## src/design/int8_matrix_multiply_assert.svh

```systemverilog
// Assertion macros for the int8 matrix multiply block.
`ifndef INT8_MATRIX_MULTIPLY_ASSERT_SVH
`define INT8_MATRIX_MULTIPLY_ASSERT_SVH

// Same-cycle implication, quiet during reset.
`define IMM_ASSERT_NOW(label, ante, cons, msg) \
  label: assert property (@(posedge clk) disable iff (rst) (ante) |-> (cons)) \
    else $error(msg);

// Next-cycle implication, quiet during reset.
`define IMM_ASSERT_NEXT(label, ante, cons, msg) \
  label: assert property (@(posedge clk) disable iff (rst) (ante) |=> (cons)) \
    else $error(msg);

`endif

```

## src/design/imm_pkg.sv

```systemverilog
// Types and constants shared by the int8 matrix multiply modules.
package imm_pkg;

  localparam int IDX_W  = 6;
  localparam int SIZE_W = 7;
  localparam int ELEM_W = 8;
  localparam int PROD_W = 16;
  localparam int SUM_W  = 22;
  localparam int CFG_IDX_W = 2;

  // Request actions
  localparam logic [1:0] ACT_WRITE_A = 2'd0;
  localparam logic [1:0] ACT_WRITE_B = 2'd1;
  localparam logic [1:0] ACT_READ_C  = 2'd2;

  // Configuration register indexes
  localparam logic [CFG_IDX_W-1:0] CFG_ROWS  = 2'd0;
  localparam logic [CFG_IDX_W-1:0] CFG_COLS  = 2'd1;
  localparam logic [CFG_IDX_W-1:0] CFG_INNER = 2'd2;

  typedef enum logic [1:0] {
    ST_IDLE,
    ST_RUN,
    ST_DRAIN,
    ST_OUT
  } seq_state_t;

  // Tag travelling with each operand pair into the MAC
  typedef struct packed {
    logic valid;
    logic first;
    logic last;
  } mac_ctrl_t;

endpackage

```

## src/design/imm_mac.sv

```systemverilog
// Shared multiply-accumulate unit: one signed 8x8 product per cycle.
module imm_mac (
  input  logic                            clk,
  input  logic                            rst,
  input  imm_pkg::mac_ctrl_t              ctrl,
  input  logic signed [imm_pkg::ELEM_W-1:0] a_val,
  input  logic signed [imm_pkg::ELEM_W-1:0] b_val,
  output logic signed [imm_pkg::SUM_W-1:0]  acc,
  output logic                            done
);
  import imm_pkg::*;

  mac_ctrl_t                 prod_ctrl;
  logic signed [PROD_W-1:0]  prod;
  logic signed [SUM_W-1:0]   prod_ext;

  // product stage
  always_ff @(posedge clk) begin
    if (rst) begin
      prod_ctrl <= '0;
    end else begin
      prod_ctrl <= ctrl;
    end
    prod <= a_val * b_val;
  end

  assign prod_ext = {{(SUM_W-PROD_W){prod[PROD_W-1]}}, prod};

  // accumulate stage; first term restarts the sum
  always_ff @(posedge clk) begin
    if (rst) begin
      done <= 1'b0;
    end else begin
      done <= prod_ctrl.valid && prod_ctrl.last;
    end
    if (prod_ctrl.valid) begin
      acc <= prod_ctrl.first ? prod_ext : acc + prod_ext;
    end
  end

endmodule

```

## config.mk

```make
export PLATFORM = sky130hd
export DESIGN_NAME = imm_mac
export DESIGN_NICKNAME = d
export VERILOG_FILES = /design/src/design/int8_matrix_multiply_assert.svh /design/src/design/imm_pkg.sv /design/src/design/imm_mac.sv
export SDC_FILE = /design/constraint.sdc
export NUM_CORES = 1
export LEC_CHECK = 0
export BUFFER_PORTS_ARGS = -buffer_cell sky130_fd_sc_hd__buf_2
export CAP_MARGIN = 30
export CORE_MARGIN = 2
export CORE_UTILIZATION = 45
export DETAILED_ROUTE_END_ITERATION = 7
export PLACE_DENSITY = 0.63
export RECOVER_POWER = 25
export SLEW_MARGIN = 30
export SYNTH_ARGS = -nofsm -noshare
export SYNTH_HDL_FRONTEND = slang
export SYNTH_SLANG_ARGS = --single-unit
export TNS_END_PERCENT = 20
```

## constraint.sdc

```tcl
create_clock -name clk -period 6.7 [get_ports clk]
set_input_delay 1.34 -clock clk [delete_from_list [all_inputs] [get_ports clk]]
set_output_delay 1.34 -clock clk [all_outputs]
set_load 0.005 [all_outputs]
```

# Word level (Yosys, flattened, before mapping)
# Index checks and enable logic that the tools add are counted.
dict set report op_classes {
  n_reduce_logical 1
  mux 1
  mul 1
  n_addsub 1
}
# cell count
set op_table {}
lappend op_table {{22-bit by 16-bit adder with 22-bit output} 1}
lappend op_table {{22-bit 2-to-1 mux} 1}
lappend op_table {{8-bit by 8-bit multiplier with 16-bit output} 1}
lappend op_table {{1-bit logical AND} 1}
dict set report totals {
  wordCells 10
  out_inout_bits 23
  register_bits 42
  inputBits 21
}

# Longest topological paths before layout
# Gate-level depths: netlist (run 1).
dict set report logic_depth {
  ltp_word 2
  ltp_mapped 18
  mapped_depth_nobuf 18
}

# Worst setup path before layout (run 1)
# Ideal clock, no wire load.
dict set report synth_timing {
  kind {input-to-reg}
  from {input port b_val[4] (netlist name)}
  to {register prod[15]}
  setup_time_ps 118
  arrival_time_ps 5339
  slack_ps 1243
  path_buffers 0
  stages 16
  required_ps 6582
  cell_sequence {and2_1 fa_1 inv_1 fa_1 inv_1 fa_1 inv_1 fa_1 inv_1 ha_1 nor2b_1 or4_4 and4_4 a2111oi_4 a21oi_2 xnor2_1}
}
dict set report synth_between {
  elab_chain_len 1
}
# item line
set synth_lines {}
lappend synth_lines {{from (decl)} imm_mac.sv:7} ;# input logic signed [imm_pkg::ELEM_W-1:0] b_val,
lappend synth_lines {{8-bit by 8-bit multiplier with 16-bit output} imm_mac.sv:24} ;# prod <= a_val * b_val;
lappend synth_lines {{to (signal assigned)} imm_mac.sv:24}
lappend synth_lines {{to (decl)} imm_mac.sv:14} ;# logic signed [PROD_W-1:0] prod;
# No other way between the ends.
# A chain may end at the register's enable or synchronous reset.

# Worst setup path after layout (run 1)
# Ends and elaborated chain as after synthesis.

==> flow_summary.yaml, run 1 <==
outcome:
  status: "completed"
grt:
  first_global_vias: 3434
  grt_start_max_net_pins: 39
  antenna_found_initial: 0
  groute.usage.overall_pct: 16.7
  grt_overflow_total: 0
  grt_pass1_wl_mm: 15.7
finish:
  layout-drive-gt1-share_pct: 11.1
  fillers: 964
  regArea_um2: 1060
  multiInputGateArea_um2: 3370
  synthToLayoutAreaGrowth_pct: 10.4
  final_cell_mix: "94 x inv_1, 56 x fa_1, 50 x ha_1"
  fin_nets: 677
  final_core_util_pct: 51.3
  diodes: 0
  layout.cells.most_common: "inv_1"
drt:
  vias: 3340
  drtIter0Drc: 116
  remaining_drc_errors: 0
  wl_per_cell_um: 12.7
  routed_wl_mm: 8.70
  drt.antenna.violating_nets: 0
  viasPerCell: 4.86
  dr.pass1.iters: 6
clock_tree:
  post_cts_buffers: 0
  cts_buffers: 5
  cts_resized: 0
  clock_sinks: 42
  clkLatencyLatePin_ns: 0.29
  tritoncts: "done"
  h-tree-depth: 2
  ctsHoldBuffers: 0
  cts_max_path_buffers: 2
  cts_root_buffer: "clkbuf_8"
  clkTransAtPathRegs_ns: 0.08
synthesis:
  synth-compound-area-share_pct: 12.0
  syn_area_per_cell_um2: 9.51
  synth_warnings: 0
  yosys-top-cells-area: "fa_1 23%, edfxtp_1 14%, ha_1 13%"
  synth_fp_nets: 632
  synth_simple_gate_area_share_pct: 14.4
  async_reset_ff_share_pct: 0
  synth_fa_ha_area_share_pct: 36.4
  synth_top_area_share_pct: 23.3
  netlist_instances: 505
  yosys.area.top_type: "fa_1"
  synth_edf_count: 22
  synth.area.mux_share_pct: 0.886
  synth_top_family_by_area: "adder cells"
  yosysUniqueCellTypes: 46
  synth_flop_cell: "edfxtp_1"
  synth_seq_area_share_pct: 22.1
  syn_area_um2: 4800
  synth_xor_area_share_pct: 6.38
  ys_ff_latch: 42
placed_design:
  hpwl_mm: 7.48
  gp_congestion: 0.885
  portBuffers: 43
pwr:
  ir_worst_vdd_v: 0.000175
  p_int_uw: 1320
  switching_share_pct: 43.1
  p_leak_uw: 0.00255
  clkPwrFrac_pct: 8.9
  pwr-share-comb_pct: 70.2
  p_switching_uw: 999
  p_per_area_nw_per_um2: 437
  seq_power_share_pct: 21.0
sta:
  grt_setup_unrepaired: "false"
  finalMaxSlewViolations: 0
  fin_crit_ns: 5.43
  finalSetupViolations: 0
  max_slew.worst_pin.slew_ns: 1.01
  hold_viol: 0
  relSlewSlack_pct: 32.4
  clock_skew_ns: 0.00566
  fmax_ghz: 0.184
  setup-tns-final_ns: 0
  fin_crit_sh_pct: 81.0
worst_setup_path:
  cp.arrival_ns: 5.61
  end_kind: "flip-flop"
  r2r_cells: 11
  crit_family: "adder cells"
  path_class: "in -> reg"
  timing.critical_path.cells: "buf_2 > and2_1 > fa_1 > inv_1 > fa_1 > inv_1 > fa_1 > inv_1 > fa_1 > inv_1 > ha_1 > nor2b_1 > or4_4 > and4_4 > a2111oi_4 > a21oi_2 > xnor2_1"
  worstPathRequired_ns: 6.88
  critical_path_buf_inv_count: 5
  cp-start-kind: "input pin"
  r2r-start: "acc[0]"
  regToRegSetupSlack_ns: 4.05
  worstReg2RegEnd: "acc[20]"
  critPathSlowestCell: "fa_1"
  critPathMaxFanout: 8
  critPathLaunch: "b_val[4]"
  max_stage_delay_ns: 0.53
die:
  fp.dieH_um: 107
  pin_count: 44
  core_um2: 10300
  start_util_pct: 46.5
  fp-row-count: 37
  dieArea_um2: 11500
  die_w_um: 107
run:
  max_cap_viol_count: 0
hold_path:
  worstHoldPathType: "reg -> reg"
  hold_path_end: "done"
  worstHoldPathCells: 2
  min-delay-start: "prod_ctrl[0]"
==> registers in the layout, summed over array words and instances, names as in the netlist <==
register,cells
prod,16
done,1
acc,22
prod_ctrl,3
==> synth_stat cells (2+ instances only) <==
cell type and n:
a21o_1 14, nand2_1 37, a211oi_1 2, xnor2_1 26, o211ai_1 2, inv_1 94, edfxtp_1 22, a21oi_2 2
fa_1 56, nand4_1 4, nor3_1 4, nand3_1 2, a21oi_1 18, and3_1 3, clkbuf_1 6, a31oi_1 2
nor2_1 17, mux2_2 2, ha_1 50, o21a_1 7, o211a_1 2, and2_1 44, o21ai_0 27, nor3b_1 2
dfxtp_1 20, xor2_1 9, nor2b_1 8, nand2b_1 4, mux2i_1 2
==> routing by layer <==
layer | wire length, µm | vias up | global-route usage, %
li1 | - | 1729 | -
met4 | 89 | 0 | 3.90
met5 | 0 | - | 0
met1 | 4380 | 1538 | 24.3
met2 | 3950 | 69 | 27.0
met3 | 289 | 4 | 1.27
==> power groups by stage <==
stage	clock network (µW)	registers (µW)	logic (µW)
finish	205	486	1630
global route	226	500	1880
CTS	213	488	1650
detailed placement	0	494	1630
global placement	0	491	1600
floorplan	0	479	1330
==> stage by stage <==
stage | power (µW) | area [µm²] | hold slack (ns) | worst slack, ns | instances
after global placement | 2090 | 5170 | 0.407 | 0.993 | 679
after global routing | 2610 | 5300 | 0.477 | 1.10 | 687
final | 2320 | 5300 | 0.437 | 1.27 | 687
after CTS | 2350 | 5300 | 0.448 | 1.27 | 687
after floorplan | 1810 | 4800 | 0.395 | 1.24 | 505
after detailed placement | 2130 | 5170 | 0.428 | 0.962 | 679
==> worst max path at each step <==
stage | to | slack [ns] | cells past startpoint
floorplan | prod[15] | 1.24 | 16
global placement | prod[15] | 0.99 | 17
detailed placement | prod[15] | 0.96 | 17
CTS | prod[15] | 1.27 | 17
global route | prod[15] | 1.10 | 17
finish | prod[15] | 1.27 | 17
==> cell type report <==
class                   instances  share of cell area (%)
inverters                      94                    6.66
well taps                     136                    3.21
repair buffers                 44                    4.20
clock buffers                   7                    2.24
multi-input cells             363                    63.5
flip-flops and latches         42                    20.0
clock inverters                 1                   0.165
==> cell families (layout without fill, tap and decap cells) <==
group                    Yosys count  after routing
adder cells (fa/ha/maj)          106            106
buffers and inverters            100            146
flip-flops                        42             42
AO/OA/AOI/OAI                     87             87
AND/OR/NAND/NOR                  131            131
XOR/XNOR                          35             35
multiplexers                       4              4
==> worst min-delay path: stages (launching register included) <==
cell	delay [ns]
dfxtp_1	0.31
nand2_1	0.05
nor2_1	0.03
Power figures use the tool's default switching activity.
==> run 2, diff against run 1 <==
- ABC_AREA: default -> 1
- clock period: 6.7 -> 5.65 ns (I/O delays scaled with it)
==> flow_summary.yaml, run 2 <==
outcome:
  status: "completed"
finish:
  diodes: 0
  largest_reg_flops: 22
  final_core_util_pct: 50.1
  top_register: "acc"
  reg_top3: "acc x22, prod x16, prod_ctrl x3"
  fin_nets: 939
  layout.cells.most_common: "nand2_1"
  synthToLayoutAreaGrowth_pct: 8.88
  layout-drive-gt1-share_pct: 9.10
  final_area_um2: 6010
  final_cell_mix: "239 x nand2_1, 205 x inv_1, 56 x fa_1"
synthesis:
  synthTopCellsByCount: "239 x nand2_1, 205 x inv_1, 56 x fa_1"
  synth_top_area_share_pct: 20.3
  synth_flop_cell: "edfxtp_1"
  syn_area_um2: 5520
  syn_area_per_cell_um2: 7.08
  yosys-top-cells-area: "fa_1 20%, nand2_1 16%, inv_1 14%"
  yosysUniqueCellTypes: 31
  synth_fp_nets: 907
  synth.most_common_cell: "nand2_1"
  netlist_instances: 780
  synth_edf_count: 22
  async_reset_ff_share_pct: 0
  synth_warnings: 0
  synth_seq_area_share_pct: 19.2
  ys_ff_latch: 42
  yosys.area.top_type: "fa_1"
clock_tree:
  h-tree-depth: 2
  tritoncts: "done"
  clock_sinks: 42
  ctsHoldBuffers: 0
  clkTransAtPathRegs_ns: 0.06
  post_cts_buffers: 0
  clkLatencyLatePin_ns: 0.28
  cts_resized: 0
  cts_buffers: 5
  cts_root_buffer: "clkbuf_16"
  cts_max_path_buffers: 2
pwr:
  seq_power_share_pct: 18.3
  p_switching_uw: 1480
  ir_worst_vdd_v: 0.000277
  switching_share_pct: 49.6
  p_per_area_nw_per_um2: 495
  p_leak_uw: 0.00350
  clkPwrFrac_pct: 10.7
  pwr-share-comb_pct: 71.0
  p_int_uw: 1500
sta:
  relSlewSlack_pct: 25.7
  finalSetupViolations: 0
  max_slew.worst_pin.slew_ns: 1.11
  grt_setup_unrepaired: "false"
  clock_skew_ns: 0.00981
  fmax_ghz: 0.204
  fin_crit_ns: 4.90
  setup-tns-final_ns: 0
  hold_viol: 0
  fin_crit_sh_pct: 86.8
  finalMaxSlewViolations: 0
worst_setup_path:
  cpMostUsedCell: "inv_1"
  regToRegSetupSlack_ns: 3.29
  end_kind: "flip-flop"
  path_class: "in -> reg"
  cp-start-kind: "input pin"
  timing.critical_path.cells: "buf_2 > nand2_1 > inv_1 > fa_1 > inv_1 > fa_1 > inv_1 > fa_1 > inv_1 > fa_1 > inv_1 > ha_1 > nand2_1 > nor3_1 > nand3_1 > nand3_1 > inv_1 > nand2_1 > nand2_1"
  worstPathRequired_ns: 5.82
  r2r_cells: 13
  crit_family: "adder cells"
  critPathMaxFanout: 8
  critical_path_buf_inv_count: 7
  cp.arrival_ns: 5.08
  critPathSlowestCell: "fa_1"
  max_stage_delay_ns: 0.61
  cp_num_cells: 19
drt:
  viasPerCell: 4.79
  drt.antenna.violating_nets: 0
  met1_length_mm: 5.44
  routed_wl_mm: 11.6
  top_layer_used: "met4"
  drtIter0Drc: 275
  vias: 4603
  remaining_drc_errors: 0
  wl_per_cell_um: 12.1
  dr_wl_met2_mm: 5.58
  dr.pass1.iters: 5
  wl_met3_um: 471
die:
  pin_count: 44
  start_util_pct: 46.0
  die_w_um: 115
  dieArea_um2: 13200
  core_um2: 12000
  fp.dieH_um: 115
  fp-row-count: 40
hold_path:
  worstHoldPathCells: 2
  worstHoldPathType: "reg -> reg"
run:
  max_cap_viol_count: 0
grt:
  first_global_vias: 4683
  antenna_found_initial: 0
  groute.usage.overall_pct: 19.2
  grt_pass1_wl_mm: 20.6
  grt_start_max_net_pins: 24
  grt_overflow_total: 0
placed_design:
  gp_congestion: 0.922
  hpwl_mm: 9.76
  portBuffers: 43
  dpl-instance-area_um2: 5850
run 2: cell types whose count changed in the layout (fill, tap and decap cells not counted), sizes merged, moves of 14 or more:
cell,previous run,this run
nand3,2,39
nor2,17,39
o21ai,27,12
nand2,37,245
inv,94,208
and2,44,0
a21o,14,0
xnor2,26,10
run 2: cell type report:
cell class	instances	area, µm²
Tap cell	147	184
Multi-Input combinational cell	510	3600
Fill cell	1233	6000
Timing Repair Buffer	44	221
Inverter	209	785
Sequential cell	42	1060
Clock buffer	8	168
run 2: power groups by stage:
stage                     combinational [µW]  sequential, µW  clock, µW
after global routing                    2490             557        336
after CTS                               2130             546        326
after detailed placement                2110             553          0
after floorplan                         1690             531          0
final                                   2110             543        319
after global placement                  2080             551          0
run 2: worst paths after layout:
kind	startpoint	end
hold / removal	prod_ctrl[0]	done
setup reg to reg	acc[0]	acc[16]
hold reg to reg	prod_ctrl[0]	done
setup / recovery	b_val[2]	prod[15]
run 2: metrics by stage:
step	hold slack, ns	std cells	setup slack (ns)	power, µW
after CTS	0.431	960	0.738	3000
final	0.427	960	0.748	2980
after global routing	0.450	960	0.443	3380
after floorplan	0.395	780	0.699	2220
after global placement	0.398	952	0.515	2630
after detailed placement	0.422	952	0.464	2660
run 2: tightest hold or removal path: cells and delay by family, from the launching register on:
| kind | cells | cell delay (ns) |
|---|---|---|
| flops | 1 | 0.30 |
| simple gates | 2 | 0.09 |
run 2: cell families after synthesis:
| family | count (synthesis) | share of synthesized area [%] |
|---|---|---|
| buffers and inverters | 228 | 15.7 |
| flip-flops | 42 | 19.2 |
| AO/OA/AOI/OAI | 40 | 4.39 |
| AND/OR/NAND/NOR | 347 | 26.4 |
| XOR/XNOR | 17 | 2.70 |
| adder cells (fa/ha/maj) | 106 | 31.6 |
run 2: layer usage:
| metal | up-vias | GRT usage (%) |
|---|---|---|
| met5 | - | 0 |
| met4 | 0 | 3.21 |
| met3 | 6 | 1.95 |
| met2 | 88 | 34.6 |
| met1 | 2146 | 25.5 |
| li1 | 2363 | - |
